<file path="config.mk">
export PLATFORM = sky130hd
export DESIGN_NAME = pem_fifo
export DESIGN_NICKNAME = d
export VERILOG_FILES = /design/src/pem_pkg.sv /design/src/pem_fifo.sv
export SDC_FILE = /design/constraint.sdc
export NUM_CORES = 1
export LEC_CHECK = 0
export BUFFER_PORTS_ARGS = -buffer_cell sky130_fd_sc_hd__buf_2
export CAP_MARGIN = 20
export CORE_ASPECT_RATIO = 1.1
export CORE_MARGIN = 5
export CORE_UTILIZATION = 61
export DETAILED_ROUTE_END_ITERATION = 8
export PLACE_DENSITY = 0.9
export SLEW_MARGIN = 20
export SYNTH_ARGS = -nofsm -noshare
export SYNTH_HDL_FRONTEND = slang
export SYNTH_SLANG_ARGS = --single-unit
</file>
<file path="constraint.sdc">
create_clock -name clk_i -period 4 [get_ports clk_i]
set_input_delay 0.8 -clock clk_i [delete_from_list [all_inputs] [get_ports clk_i]]
set_output_delay 0.8 -clock clk_i [all_outputs]
set_load 0.05 [all_outputs]
</file>
<file path="src/pem_pkg.sv">
// ----------------------------------------------------------------------------
// Pixel edge marker package
// Shared constants, the result bundle type and the color difference test.
// ----------------------------------------------------------------------------
`default_nettype none

package pem_pkg;

  localparam int PEM_MAX_WIDTH  = 1024;
  localparam int PEM_FIFO_DEPTH = 4;

  localparam int ROW_W   = 12;
  localparam int COL_W   = 10;
  localparam int PIX_W   = 24;
  localparam int CHAN_W  = 8;
  localparam int WIDTH_W = 11;
  localparam int HGT_W   = 13;
  localparam int CFG_W   = 13;

  localparam logic [HGT_W-1:0] MAX_HEIGHT = HGT_W'(4096);

  localparam logic [CHAN_W-1:0] DIFF_ONE   = CHAN_W'(60);
  localparam logic [CHAN_W-1:0] DIFF_TWO   = CHAN_W'(40);
  localparam logic [CHAN_W-1:0] DIFF_THREE = CHAN_W'(20);

  typedef enum logic [0:0] {
    CFG_IMAGE_WIDTH  = 1'b0,
    CFG_IMAGE_HEIGHT = 1'b1
  } cfg_idx_e;

  // Up to three results caused by one pixel: index 0 is the pixel above,
  // index 1 the left neighbor on the last row, index 2 the final pixel.
  typedef struct packed {
    logic [2:0]       valid;
    logic [2:0]       edge_flag;
    logic [ROW_W-1:0] row;
    logic [COL_W-1:0] col;
  } bundle_t;

  function automatic logic pem_differs(input logic [PIX_W-1:0] a,
                                       input logic [PIX_W-1:0] b);
    logic [CHAN_W-1:0] x;
    logic [CHAN_W-1:0] y;
    logic [CHAN_W-1:0] d;
    logic [2:0]        g1;
    logic [2:0]        g2;
    logic [2:0]        g3;
    for (int i = 0; i < 3; i++) begin
      x = a[i*CHAN_W +: CHAN_W];
      y = b[i*CHAN_W +: CHAN_W];
      d = (x > y) ? (x - y) : (y - x);
      g1[i] = d > DIFF_ONE;
      g2[i] = d > DIFF_TWO;
      g3[i] = d > DIFF_THREE;
    end
    return (|g1) || (g2[0] && g2[1]) || (g2[1] && g2[2]) || (g2[2] && g2[0]) || (&g3);
  endfunction

endpackage

`default_nettype wire

</file>
<file path="src/pem_fifo.sv">
// ----------------------------------------------------------------------------
// Pixel edge marker bundle queue
// Short queue that decouples the classifying front from the result back.
// ----------------------------------------------------------------------------
`default_nettype none

module pem_fifo
  import pem_pkg::*;
#(
  parameter int DEPTH = PEM_FIFO_DEPTH
) (
  input  wire logic    clk_i,
  input  wire logic    rst_ni,
  input  wire logic    push_i,
  input  wire bundle_t wdata_i,
  output logic         full_o,
  input  wire logic    pop_i,
  output logic         empty_o,
  output bundle_t      rdata_o
);

  localparam int PW = (DEPTH > 1) ? $clog2(DEPTH) : 1;
  localparam int NW = $clog2(DEPTH + 1);

  bundle_t         mem_q [DEPTH];
  logic [PW-1:0]   wptr_q, wptr_d;
  logic [PW-1:0]   rptr_q, rptr_d;
  logic [NW-1:0]   cnt_q, cnt_d;
  logic            do_push, do_pop;

  assign full_o  = cnt_q == NW'(DEPTH);
  assign empty_o = cnt_q == '0;
  assign rdata_o = mem_q[rptr_q];
  assign do_push = push_i && !full_o;
  assign do_pop  = pop_i && !empty_o;

  always_comb begin
    wptr_d = wptr_q;
    rptr_d = rptr_q;
    cnt_d  = cnt_q;
    if (do_push) begin
      wptr_d = (wptr_q == PW'(DEPTH - 1)) ? '0 : wptr_q + PW'(1);
    end
    if (do_pop) begin
      rptr_d = (rptr_q == PW'(DEPTH - 1)) ? '0 : rptr_q + PW'(1);
    end
    if (do_push && !do_pop) begin
      cnt_d = cnt_q + NW'(1);
    end else if (do_pop && !do_push) begin
      cnt_d = cnt_q - NW'(1);
    end
  end

  always_ff @(posedge clk_i or negedge rst_ni) begin
    if (!rst_ni) begin
      wptr_q <= '0;
      rptr_q <= '0;
      cnt_q  <= '0;
    end else begin
      wptr_q <= wptr_d;
      rptr_q <= rptr_d;
      cnt_q  <= cnt_d;
    end
  end

  always_ff @(posedge clk_i) begin
    if (do_push) begin
      mem_q[wptr_q] <= wdata_i;
    end
  end

  a_cnt_bound: assert property (@(posedge clk_i) disable iff (!rst_ni)
    cnt_q <= NW'(DEPTH))
    else $error("Queue count exceeds its depth.");

endmodule

`default_nettype wire

</file>
* Word level (Yosys, flattened, before mapping)
Memory sizes are Yosys's and may differ from the RTL's.
Cells that the tools add are included.
** Cells by class
- Add/subtract/negate cells :: 4
- Equality and inequality tests :: 3
- Mux-type cells :: 6
- Reduce and logical (&&, ||, !) cells :: 10
** Operator list (number)
- two-way mux 3 bit :: 2
- adder 2 x 1 -> 2 bit (second input constant) :: 2
- equality test 2 bit (second input constant) :: 2
- logical AND 1 bit :: 4
- logical NOT 1 bit :: 4
- two-way mux 2 bit :: 2
- adder 3 x 1 -> 3 bit (second input constant) :: 1
- equality test 3 bit (second input constant) :: 1
- logical NOT 3 bit :: 1
- subtractor 3 x 1 -> 3 bit (second input constant) :: 1
- two-way mux 1 bit :: 2
- nonzero test 2 bit :: 1
** Word-level totals
- Bits in registers :: 7
- RAM bits :: 112
- Input port bits :: 32
- Memories :: 1
** Memories
- mem_q :: words 4, width 28, rd ports 1, clocked after Yosys merged registers in 0, write ports 1, RTL line pem_fifo.sv:25 : bundle_t mem_q [DEPTH];

* Longest topological paths before layout
- Depth in word-level cells :: 7
- Gate-level depth with buffers :: 8
- Mapped depth without buffers :: 8

* Worst setup path after synthesis
No wires, ideal clock.
- Path type :: input-to-reg
- Start point :: input port push_i
- End point :: memory mem_q[3][0] in the netlist's numbering, enable pin
- Library setup time :: 0.413 ns
- Arrival :: 2.041 ns
- Required time :: 3.587 ns
- Path slack :: 1.545 ns
- Stages on the path :: 2
- Buffers on the path :: 0
- Path through :: nand2_1 -> nor2_1
** Between the ends
- Cells in the longest elaborated chain, start to end :: 3
** RTL lines
- start: declaration :: RTL line pem_fifo.sv:14 : input wire logic push_i,
- logical AND 1 bit :: RTL line pem_fifo.sv:34 : assign do_push = push_i && !full_o;
- two-way mux 1 bit :: RTL line pem_fifo.sv:67 : if (do_push) begin
- two-way mux 1 bit (implied by the code) :: RTL line pem_fifo.sv:68 : mem_q[wptr_q] <= wdata_i;
- end: declaration :: RTL line pem_fifo.sv:25
No other way between the ends.

==> run metrics <==
status finished, final reports clean; detailed-placement wirelength estimate 5100 µm; Worst-Skew Late Latency between 0.5 and 0.6 ns; crit end category output port; post-CTS setup buffers 0; Worst EP required roughly 3.2 ns; io pins 62; worst hold path type input port to asynchronous set/reset pin; Clock Tree Root clkbuf_8; row count 32; Tot Pwr 4.97 mW; r2r startpoint cnt_q[0]; Synthesized Nets ~220; via count between 2k and 2.5k; final WL about 8500 µm; Ant. Diodes 0; 1st-pass router iterations 4; R2R setup slack approximately 1.7 ns; H-tree Lvls 4; synthesized area per cell between 20 and 25 µm²; Ys Warns 0; NumNets Final just over 300; RSZ-0062 raised after global routing no; Final Hold Vio Count 0; Syn-to-layout area delta 22.0%; Die Y 99.9 µm; Worst Tran Pin Value 0.902 ns; Yosys cell types 21; VDD IR max ~0.00058 V; final period utilization 78.6%; post_cts resized 0; largest net degree at the start of global routing 29; PortBufs 61; synth top area cells edfxtp_1 (75%), mux4_2 (14%), dfrtp_1 (3.9%); hold_buf cts 0; critical path arrival between 2 and 2.5 ns; grt ovf 0; max cap viols 0; peak per-stage delay on the critical path ~0.9 ns; Slew headroom between 30% and 40%; pwr dens ~910 nW/µm²; CTS tree yes; Clock transition at path regs ~0.060 ns; total routing usage reported by global routing roughly 21%; Setup Total Neg Slack 0 ns; critical path cell sequence buf_4 > mux4_2 > buf_2; routed vias/inst around 6.0; first-pass GRT wire length 13200 µm; post-synth top area share between 70 and 80%; reg2reg end cnt_q[2]; worst-path fanout max 19; min Tclk post-route 3.15 ns; post-synthesis cell area approximately 4500 µm²; die width between 90 and 100 µm; slowest CP cell dfrtp_1; initial antenna violation count 0; Syn Inst Count 183; die area 9170 µm²; Crit Path Class flip-flop to output port; CP Launch Type flip-flop; Clock Path Buffers 2; Worst Reg-to-Reg Cells 7; Achievable Freq ~0.32 GHz; vias in the first global route roughly 2.3k; Initial Utilization between 60% and 70%; DR DRC count 0; detailed-route wire length per cell between 20 and 25 µm; register area share after synthesis ~79%; final setup violation count 0; LEAKAGE between 1.5 and 2 nW; Clock Sinks ~120; Yosys reg bits between 100 and 150; ANT nets after route 0; Num CTS Buffers 17; Synth area leader edfxtp_1; Slew Viols, Final 0; DR iter-0 viols approximately 140; layout cell share with drive strength beyond 1 between 40% and 50%; clock skew between 0.008 and 0.009 ns; gp weighted congestion approximately 0.68; core area just over 7000 µm²
-- metal layers --
metal  routed length, µm  GRT usage (%)
met3                 465           7.57
met2                4700           35.8
met1                3220           23.5
met4                 131           8.46
met5                   0              0
-- metrics by stage --
stage               setup slack (ns)  utilization [%]  instance area, µm²  hold slack, ns  cells
detailed placement              1.39             69.4                4920           0.541    329
global placement                1.44             69.4                4920           0.528    329
CTS                            0.818             77.2                5470          0.0927    359
floorplan                       1.55                -                4480           0.501    183
finish                         0.854             77.2                5470           0.110    359
global route                   0.776             77.2                5470          0.0989    359
-- logic make-up after synthesis --
group,Yosys count,synth area share [%]
DFF,119,78.9
muxes,32,15.2
and+or+nand+nor,11,1.70
buffers and inverters,9,1.00
adders and majority gates,7,2.12
xor gates and xnor gates,3,0.586
AOI/OAI and AO/OA,2,0.446
-- cells in the mapped netlist, drive strengths merged --
library cell / instances
edfxtp: 112
dfrtp: 7
clkbuf: 1
mux4: 28
nor2: 3
nor2b: 1
nor3b: 1
a21o: 1
nor3: 2
xor2: 2
ha: 6
o31ai: 1
buf: 5
mux2: 4
nand2: 1
xnor2: 1
inv: 3
fa: 1
and2: 3
-- critical path: cells and delay by family (launching register included) --
| kind | cells | cell delay (ns) |
|---|---|---|
| buffers and inverters | 2 | 0.58 |
| flip-flops | 1 | 0.90 |
| multiplexers | 1 | 0.35 |
-- report_power, final --
group	switching, mW	internal (mW)
Combinational	1.14	0.557
Sequential	0.185	1.66
Clock	0.497	0.931
-- sequential cells by signal, indices dropped and copies added (netlist names) --
| register | cells |
|---|---|
| mem_q | 112 |
| cnt_q | 3 |
| rptr_q | 2 |
| wptr_q | 2 |
-- how the worst max path moves through the flow --
stage,to,cells past startpoint,startpoint,slack (ns)
final,rdata_o[18],3,rptr_q[1],0.85
after global routing,rdata_o[18],3,rptr_q[0],0.78
after CTS,rdata_o[18],3,rptr_q[1],0.82
after detailed placement,rdata_o[7],3,rptr_q[1],1.39
after global placement,rdata_o[1],3,rptr_q[1],1.44
after floorplan,mem_q[3][0],2,push_i,1.55
-- cells in the final DEF, fill, tap and decap left out, types with 2 or more instances in the layout --
cell type | synthesis | routed
edfxtp_1 | 112 | 112
buf_2 | 3 | 61
mux4_2 | 28 | 28
clkbuf_16 | 0 | 16
ha_1 | 6 | 6
dfrtp_1 | 7 | 6
buf_4 | 2 | 6
clkinv_2 | 0 | 4
inv_1 | 3 | 3
and2_1 | 3 | 3
bufinv_16 | 0 | 3
nor3_1 | 2 | 2
mux2_1 | 2 | 2
nor2_1 | 3 | 2
mux2_4 | 2 | 2
xor2_1 | 2 | 2
clkbuf_1 | 1 | 2
clkinv_1 | 0 | 2
-- cell type report --
| cell class | count | area, µm² |
|---|---|---|
| timing repair buffer | 67 | 350 |
| clock inverter | 11 | 134 |
| tap | 85 | 106 |
| multi-input combinational | 55 | 908 |
| inverter | 3 | 11.3 |
| clock buffer | 19 | 422 |
| fill | 378 | 1620 |
| sequential | 119 | 3540 |
No activity file was read; power rests on OpenSTA's default activity.
