File: config.mk
export PLATFORM = sky130hd
export DESIGN_NAME = pem_back
export DESIGN_NICKNAME = d
export VERILOG_FILES = /design/src/pem_pkg.sv /design/src/pem_back.sv
export SDC_FILE = /design/constraint.sdc
export NUM_CORES = 1
export LEC_CHECK = 0
export BUFFER_PORTS_ARGS = -buffer_cell sky130_fd_sc_hd__buf_2
export CAP_MARGIN = 20
export CORE_MARGIN = 2
export CORE_UTILIZATION = 35
export DETAILED_ROUTE_END_ITERATION = 10
export PLACE_DENSITY = 0.79
export REMOVE_ABC_BUFFERS = 1
export SYNTH_ARGS = -nofsm -noshare
export SYNTH_HDL_FRONTEND = slang
export SYNTH_SLANG_ARGS = --single-unit
File: constraint.sdc
create_clock -name clk_i -period 4.5 [get_ports clk_i]
set_clock_uncertainty 0.1 [all_clocks]
set_input_delay 0.675 -clock clk_i [delete_from_list [all_inputs] [get_ports clk_i]]
set_output_delay 0.675 -clock clk_i [all_outputs]
set_load 0.02 [all_outputs]
File: src/pem_pkg.sv
// ----------------------------------------------------------------------------
// Pixel edge marker package
// Shared constants, the result bundle type and the color difference test.
// ----------------------------------------------------------------------------
`default_nettype none

package pem_pkg;

  localparam int PEM_MAX_WIDTH  = 1024;
  localparam int PEM_FIFO_DEPTH = 4;

  localparam int ROW_W   = 12;
  localparam int COL_W   = 10;
  localparam int PIX_W   = 24;
  localparam int CHAN_W  = 8;
  localparam int WIDTH_W = 11;
  localparam int HGT_W   = 13;
  localparam int CFG_W   = 13;

  localparam logic [HGT_W-1:0] MAX_HEIGHT = HGT_W'(4096);

  localparam logic [CHAN_W-1:0] DIFF_ONE   = CHAN_W'(60);
  localparam logic [CHAN_W-1:0] DIFF_TWO   = CHAN_W'(40);
  localparam logic [CHAN_W-1:0] DIFF_THREE = CHAN_W'(20);

  typedef enum logic [0:0] {
    CFG_IMAGE_WIDTH  = 1'b0,
    CFG_IMAGE_HEIGHT = 1'b1
  } cfg_idx_e;

  // Up to three results caused by one pixel: index 0 is the pixel above,
  // index 1 the left neighbor on the last row, index 2 the final pixel.
  typedef struct packed {
    logic [2:0]       valid;
    logic [2:0]       edge_flag;
    logic [ROW_W-1:0] row;
    logic [COL_W-1:0] col;
  } bundle_t;

  function automatic logic pem_differs(input logic [PIX_W-1:0] a,
                                       input logic [PIX_W-1:0] b);
    logic [CHAN_W-1:0] x;
    logic [CHAN_W-1:0] y;
    logic [CHAN_W-1:0] d;
    logic [2:0]        g1;
    logic [2:0]        g2;
    logic [2:0]        g3;
    for (int i = 0; i < 3; i++) begin
      x = a[i*CHAN_W +: CHAN_W];
      y = b[i*CHAN_W +: CHAN_W];
      d = (x > y) ? (x - y) : (y - x);
      g1[i] = d > DIFF_ONE;
      g2[i] = d > DIFF_TWO;
      g3[i] = d > DIFF_THREE;
    end
    return (|g1) || (g2[0] && g2[1]) || (g2[1] && g2[2]) || (g2[2] && g2[0]) || (&g3);
  endfunction

endpackage

`default_nettype wire

File: src/pem_back.sv
// ----------------------------------------------------------------------------
// Pixel edge marker back
// Splits each queued bundle into single results, oldest first.
// ----------------------------------------------------------------------------
`default_nettype none

module pem_back
  import pem_pkg::*;
(
  input  wire logic        clk_i,
  input  wire logic        rst_ni,
  input  wire logic        fifo_empty_i,
  input  wire bundle_t     head_i,
  output logic             fifo_pop_o,
  output logic             empty_o,
  input  wire logic        pop_i,
  output logic [ROW_W-1:0] pixel_row_o,
  output logic [COL_W-1:0] pixel_column_o,
  output logic             is_edge_o,
  output logic             last_of_run_o
);

  logic [2:0] done_q, done_d;
  logic [2:0] rem;
  logic [2:0] sel;
  logic       last;
  logic       fire;

  assign rem  = head_i.valid & ~done_q;
  assign last = (rem & (rem - 3'd1)) == 3'b000;
  assign empty_o = fifo_empty_i;
  assign fire  = pop_i && !fifo_empty_i;
  assign fifo_pop_o = fire && last;

  always_comb begin
    sel            = 3'b000;
    pixel_row_o    = head_i.row;
    pixel_column_o = head_i.col;
    is_edge_o      = head_i.edge_flag[2];
    priority if (rem[0]) begin
      sel            = 3'b001;
      pixel_row_o    = head_i.row - ROW_W'(1);
      is_edge_o      = head_i.edge_flag[0];
    end else if (rem[1]) begin
      sel            = 3'b010;
      pixel_column_o = head_i.col - COL_W'(1);
      is_edge_o      = head_i.edge_flag[1];
    end else begin
      sel            = 3'b100;
    end
    last_of_run_o = last;
  end

  always_comb begin
    done_d = done_q;
    if (fire) begin
      done_d = last ? 3'b000 : (done_q | sel);
    end
  end

  always_ff @(posedge clk_i or negedge rst_ni) begin
    if (!rst_ni) begin
      done_q <= 3'b000;
    end else begin
      done_q <= done_d;
    end
  end

  a_head_pending: assert property (@(posedge clk_i) disable iff (!rst_ni)
    !fifo_empty_i |-> (rem != 3'b000))
    else $error("Queued bundle has no result left to deliver.");

endmodule

`default_nettype wire

Word-level counts from Yosys, hierarchy flattened
Index checks and enable logic that the tools add are counted.

operators by class
  reductions and logical operators = 4
  bitwise operators = 4
  add/sub/neg operators = 3
  muxes and demuxes = 8

operators by type and width
  operator               count
  $mux 10                2
  $mux 12                1
  $sub 12x1->12 const B  1
  $sub 10x1->10 const B  1
  $mux 3                 3
  $and 3x3->3            2
  $logic_not 3->1        1
  $not 3->3              1
  $or 3x3->3             1
  $sub 3x1->3 const B    1
  $logic_and 1x1->1      2
  $mux 1                 2
  $logic_not 1->1        1

storage, ports and cells
  flip-flop bits (word level) = 3
  logic and storage cells = 20
  output and inout port bits = 26
  bits of input ports = 32

Longest topological paths before layout
Gate-level depths: netlist (run 1).

  word-level depth = 6
  mapped depth = 5
  gate-level depth less buffers = 5

Worst setup path after synthesis (run 1)
Ideal clock, no wire load.

  path kind = input -> output
  start = in head_i[17] (netlist name)
  end = out pixel_row_o[11]
  buffers on the path = 0
  slack = 1.889 ns
  data required time = 3.725 ns
  stages = 3
  data arrival time = 1.836 ns
  path through = or4_4 nor4_4 xor2_1

between the ends
  word-level cells in the longest chain between the ends = 2

ends and longest elaborated chain
  what           line            RTL
  from (decl)    pem_back.sv:13  input wire bundle_t head_i,
  $sub 12x1->12  pem_back.sv:42  pixel_row_o = head_i.row - ROW_W'(1);
  $mux 12        pem_back.sv:40  priority if (rem[0]) begin
  to (decl)      pem_back.sv:17  output logic [ROW_W-1:0] pixel_row_o,

Every way passes these cells.

Final worst setup path (run 1)
  start = in head_i[5] (netlist name)
  end = out pixel_column_o[7]

between the ends
  word-level cells in the longest chain between the ends = 3

ends and longest elaborated chain
  what           line            RTL
  $sub 10x1->10  pem_back.sv:46  pixel_column_o = head_i.col - COL_W'(1);
  $mux 10        pem_back.sv:44  end else if (rem[1]) begin
  $mux 10        pem_back.sv:40
  to (decl)      pem_back.sv:18  output logic [COL_W-1:0] pixel_column_o,

Every way passes these cells.

==> reports/summary.txt, run 1 <==
Nets - 180
Area of the multi-input gates - 505 µm²
Period utilisation layout - 61.2%
Synth top area cells - xor2_1 20%, dfrtp_1 12%, nor4_1 7.2%, xnor2_1 7.2%, nand2_1 6.1%
Ys flop type - dfrtp_1
I/O pins - 58
Chip height - 45.8 µm
Final hold vios - 0
Crit. End Element - output pin
Root Driver - clkbuf_4
P_leak - 0.497 nW
Register area - 75.1 µm²
WL per Instance - 11.4 µm
# fillers - 168
Sink Count - 3
DRT antenna net count - 0
Max Clock Freq - 363 MHz
Drc violations - 0
Number of synthesized flops with an enable pin - 0
Dpl hpwl - 1550 µm
Diodes inserted - 0
First-pass GRT wire length - 2860 µm
Post-synthesis cell area - 612 µm²
Share of layout cells above drive strength 1 - 43.4%
Ys async rst share - 100%
I/O Buffers - 57
Largest net degree at the start of global routing - 10
Commonest cells post-synth - 14 x xor2_1, 10 x nand2_1, 7 x nor2_1, 7 x nor4_1, 7 x o21ai_0
CTS tree - done
Final min period - 2760 ps
Worst VDD drop - 0.146 mV
Routed WL - 1850 µm
Worst-path maximum fanout - 4
Core footprint - 1690 µm²
CP required - 3720 ps
Fin Setup TNS - 0 ps
Iteration-0 DRC count of the detailed router - 10
Via count - 831
DR vias/cell - 5.13
Area growth syn-to-layout - 52.4%
Unrepaired setup endpoints after global routing - no
Total chip power - 0.000187 W
Total gr overflow - 0
CTS Hold Bufs - 0
Worst slew pin tran - 331 ps
Postcts setup bufs - 0
Worst-path cell chain - buf_2, nor4_1, nand3_1, nor4_1, xor2_1, buf_2
Crit Path Class - input pin to output pin
Critical path arrival - 1980 ps
Initial core utilization - 36.2%
Yosys warning total - 0
Max Slew Vio Count - 0
Slew HR - 77.7%
Rows - 15
Synth unique cells - 25
Max stage delay on crit path - 350 ps
Total track usage - 18.5%
CP delay by family, top - simple AND/OR/NAND/NOR gates
Buffer and inverter count on the worst path - 2
Most common cell in the synthesized netlist - xor2_1
Initial antenna violation count - 0
Gate Count Post-Synth - 86
Worst Hold Class - input pin to async pin
Status - finished, final reports clean
Max FFs per register - 3
GP Congestion - 0.758
Most flops, register - done_q
Full die area - 2100 µm²
Setup crit start kind - input pin
Pwr per Cell Area - 201 nW/µm²
Drt first pass iters - 4
Biggest regs - done_q: 3 flops
Vias in the first global route - 754
Post-synth top area share - 20.0%
DIE WIDTH - 45.8 µm
Reg clk slew, reported paths - 40 ps
Slowest CP cell - nor4_1
Number of gates resized after cts - 0
Max clock buf depth - 2
Register area share after synthesis - 12.3%
Synth Register Bits - 3
Num CTS Buffers - 3
Latest clock arrival within the worst-skew pair - 240 ps
# Max-Cap Violations - 0
Synth area leader - xor2_1
Setup violators final - 0
Syn_area_per_cell - 7.11 µm²
CTS H-tree lvls - 1
## cell usage in the layout (no fill, tap or decap)
master and count:
o21ai_0 7, nor4_4 1, clkbuf_4 3, nor2_1 7, nor2b_1 2, nand2_1 10, nor3_2 1, ha_1 2
o31ai_1 2, nor3_1 3, nand4_1 1, and2b_1 1, dfrtp_1 3, and2_1 2, or4_4 1, a31oi_1 1
xor2_1 14, inv_1 5, nand2b_1 4, xnor2_1 5, clkbuf_1 1, nand3_1 3, or3_1 1, nor4_1 7
or4_1 1, buf_2 57
## cell families (layout without fill, tap and decap cells)
family	count (synthesis)	in the layout	synth area share, %
AOI/OAI and AO/OA	10	10	9.20
adders and majority gates	2	2	4.09
xor gates and xnor gates	19	19	27.2
buffers and inverters	7	66	5.11
DFF	3	3	12.3
and+or+nand+nor	45	45	42.1
## path summary, 6_finish.rpt
| check | start | to | slack [ps] | cells past startpoint |
|---|---|---|---|---|
| min reg2reg | done_q[0] | done_q[0] | 400 | 1 |
| max | head_i[5] | pixel_column_o[7] | 1740 | 6 |
| min | rst_ni | done_q[0] | 130 | 1 |
| max in group asynchronous | rst_ni | done_q[1] | 4060 | 1 |
| max reg2reg | done_q[0] | done_q[1] | 3160 | 3 |
| min in group clk_i | done_q[0] | done_q[0] | 400 | 1 |
## cell type report
class / count / share of cell area, %
sequential: 3 / 8.05
clock buffer: 4 / 2.82
tap: 17 / 2.28
timing repair buffer: 57 / 30.6
inverter: 5 / 2.01
multi-input combinational: 76 / 54.2
## power by group
group	internal [W]	total [W]	switching, W	leakage, nW
Clock	0.0000333	0.0000489	0.0000156	0.0150
Combinational	0.0000398	0.000106	0.0000662	0.442
Sequential	0.0000300	0.0000320	0.00000200	0.0401
Total	0.000103	0.000187	0.0000838	0.497
## metrics by stage
stage | worst slack, ps | utilization [%] | cells | area (µm²) | hold WS [ps]
6_report | 1740 | 55.2 | 162 | 932 | 125
5_1_grt | 1570 | 55.2 | 162 | 932 | 108
4_1_cts | 1740 | 55.2 | 162 | 932 | 117
3_5_place_dp | 1750 | 53.6 | 158 | 906 | 371
3_3_place_gp | 1820 | 53.6 | 158 | 906 | 362
2_1_floorplan | 1890 | - | 84 | 599 | 279
## metal layers
layer  GRT usage [%]  vias up  part of all wire (%)
met5               0        -                     0
met4            8.57        0                   1.1
met3            3.17        4                   8.0
met2            37.7       50                    56
met1            17.2      360                    35
li1                -      417                     -
Power figures use the tool's default switching activity.
==> run 2: changes to the inputs <==
--- a/config.mk
+++ b/config.mk
@@ -8,9 +8,9 @@
 export BUFFER_PORTS_ARGS = -buffer_cell sky130_fd_sc_hd__buf_2
 export CAP_MARGIN = 20
 export CORE_MARGIN = 2
-export CORE_UTILIZATION = 35
+export CORE_UTILIZATION = 32
 export DETAILED_ROUTE_END_ITERATION = 10
-export PLACE_DENSITY = 0.79
+export PLACE_DENSITY = 0.77
 export REMOVE_ABC_BUFFERS = 1
 export SYNTH_ARGS = -nofsm -noshare
 export SYNTH_HDL_FRONTEND = slang
==> constraint.sdc (replaced) <==
create_clock -name clk_i -period 2.4 [get_ports clk_i]
set_clock_uncertainty 0.1 [all_clocks]
set_input_delay 0.36 -clock clk_i [delete_from_list [all_inputs] [get_ports clk_i]]
set_output_delay 0.36 -clock clk_i [all_outputs]
set_load 0.02 [all_outputs]
==> run 2 against run 1 <==
Core utilization shrank 0.36 points. Combinational power grew 94%. Register-to-register slack lost 2100 ps. Critical path type is now register to output pin. Largest cell class unchanged. Largest power group unchanged.
==> reports/summary.txt, run 2 (synthesis gave the netlist of run 1 again) <==
Comb pwr share - 57.4%
RR Startpoint - done_q[1]
Status - finished, final reports clean
Commonest non-fill, non-tap cell in the layout - buf_2
Initial core utilization - 34.7%
Worst-path maximum fanout - 6
Total track usage - 17.1%
Max stage delay on crit path - 380 ps
Net Switching - 0.000161 W
Routed WL - 1880 µm
Core footprint - 1760 µm²
Rows - 15
Unrepaired setup endpoints after global routing - no
Area of the multi-input gates - 505 µm²
Slew HR - 78.3%
Area growth syn-to-layout - 58.1%
GP Congestion - 0.800
Drt first pass iters - 4
Vias in the first global route - 720
Chip height - 47.7 µm
WL per Instance - 10.9 µm
Max Slew Vio Count - 0
Critical path arrival - 1730 ps
# fillers - 190
Worst Hold Class - input pin to register
Num CTS Buffers - 3
Share of layout cells above drive strength 1 - 43.9%
Dpl hpwl - 1580 µm
Setup violators final - 0
Clock network fraction of design power - 25.9%
Period utilisation layout - 91.2%
Worst-path cell chain - and2b_1, nand3_1, nor4_1, xor2_1, buf_2
I/O pins - 58
Register area - 75.1 µm²
Total gr overflow - 0
Root Driver - clkbuf_4
Slowest CP cell - dfrtp_1
Reg-to-reg endpoint - done_q[1]
Switching Share - 44.9%
P_leak - 0.510 nW
Diodes inserted - 0
Min Hold Slack - 321 ps
Final min period - 2190 ps
Drc violations - 0
CTS H-tree lvls - 1
Min-delay src - head_i[25]
Largest net degree at the start of global routing - 7
DR vias/cell - 4.80
Fin Setup TNS - 0 ps
Placed cell areas - 923 µm²
Initial antenna violation count - 0
Most frequent cells in the layout - 57 x buf_2, 14 x xor2_1, 10 x nand2_1
Sequential power share - 16.7%
Latest clock arrival within the worst-skew pair - 240 ps
Setup crit start kind - register
DRT antenna net count - 0
CTS tree - done
Most flops, register - done_q
Crit Path Class - register to output pin
Final instance area - 967 µm²
Max clock buf depth - 2
Iteration-0 DRC count of the detailed router - 14
Final hold vios - 0
Max Clock Freq - 457 MHz
DIE WIDTH - 47.7 µm
Pwr per Cell Area - 370 nW/µm²
Worst slew pin tran - 322 ps
Worst VDD drop - 0.273 mV
CP required - 1940 ps
Max FFs per register - 3
Slack of the critical path - 210 ps
Post-Place Worst Slack - 336 ps
Crit. End Element - output pin
Number of gates resized after cts - 0
# Max-Cap Violations - 0
First-pass GRT wire length - 2770 µm
Nets - 183
Biggest regs - done_q: 3 flops
Reg clk slew, reported paths - 40 ps
Hold path depth - 3
Sink Count - 3
Internal power - 0.000197 W
Hold EP - done_q[0]
Via count - 831
Full die area - 2280 µm²
Reg2reg setup slack - 1040 ps
R2R cell count - 3
I/O Buffers - 57
==> run 2: how the worst max path moves through the flow <==
stage               depth (start not counted)  slack [ps]  startpoint                end
detailed placement                          5         340  head_i[17]    pixel_row_o[11]
floorplan                                   3         420  head_i[17]    pixel_row_o[11]
CTS                                         5         130   done_q[0]     pixel_row_o[7]
finish                                      5         210   done_q[0]     pixel_row_o[8]
global route                                5          40   done_q[1]  pixel_column_o[5]
global placement                            5         360  head_i[17]    pixel_row_o[11]
==> run 2: layout make-up <==
class / count / area share [%]
clock buffer: 4 / 2.72
inverter: 5 / 1.94
multi-input combinational: 76 / 52.3
sequential: 3 / 7.76
tap: 25 / 3.23
timing repair buffer: 60 / 32.1
==> run 2: metal layers <==
metal | vias to the layer above | wire length [µm] | track usage, % | share of wire [%]
met5 | - | 0 | 0 | 0
met4 | 0 | 29 | 9.73 | 1.5
met3 | 4 | 262 | 4.53 | 14
met2 | 52 | 888 | 30.9 | 47
met1 | 348 | 701 | 17.6 | 37
li1 | 427 | - | - | -
==> run 2: repair_timing <==
action                                 in CTS  in global routing
endpoints found under the hold margin       3                  0
setup endpoints to repair                   0                  1
hold buffers                                1                  0
buffers inserted                            0                  1
==> run 2: critical path, delay by kind of cell, from the launching register on <==
family        cells  cell delay (ps)
simple gates      3              770
flops             1              380
xor+xnor          1              160
buf+inv           1              170
==> run 2: power by group through the flow <==
stage / Sequential, W / Combinational (W) / Clock (W)
finish: 0.0000600 / 0.000206 / 0.0000928
CTS: 0.0000600 / 0.000206 / 0.0000949
global placement: 0.0000605 / 0.000199 / 0
global route: 0.0000610 / 0.000226 / 0.0000977
detailed placement: 0.0000607 / 0.000204 / 0
floorplan: 0.0000596 / 0.000115 / 0
==> run 2: through the flow <==
step | cells | power (W) | util (%)
floorplan | 84 | 0.000174 | -
global placement | 167 | 0.000259 | 52.3
detailed placement | 167 | 0.000265 | 52.3
CTS | 172 | 0.000361 | 54.4
global route | 173 | 0.000384 | 54.8
finish | 173 | 0.000358 | 54.8
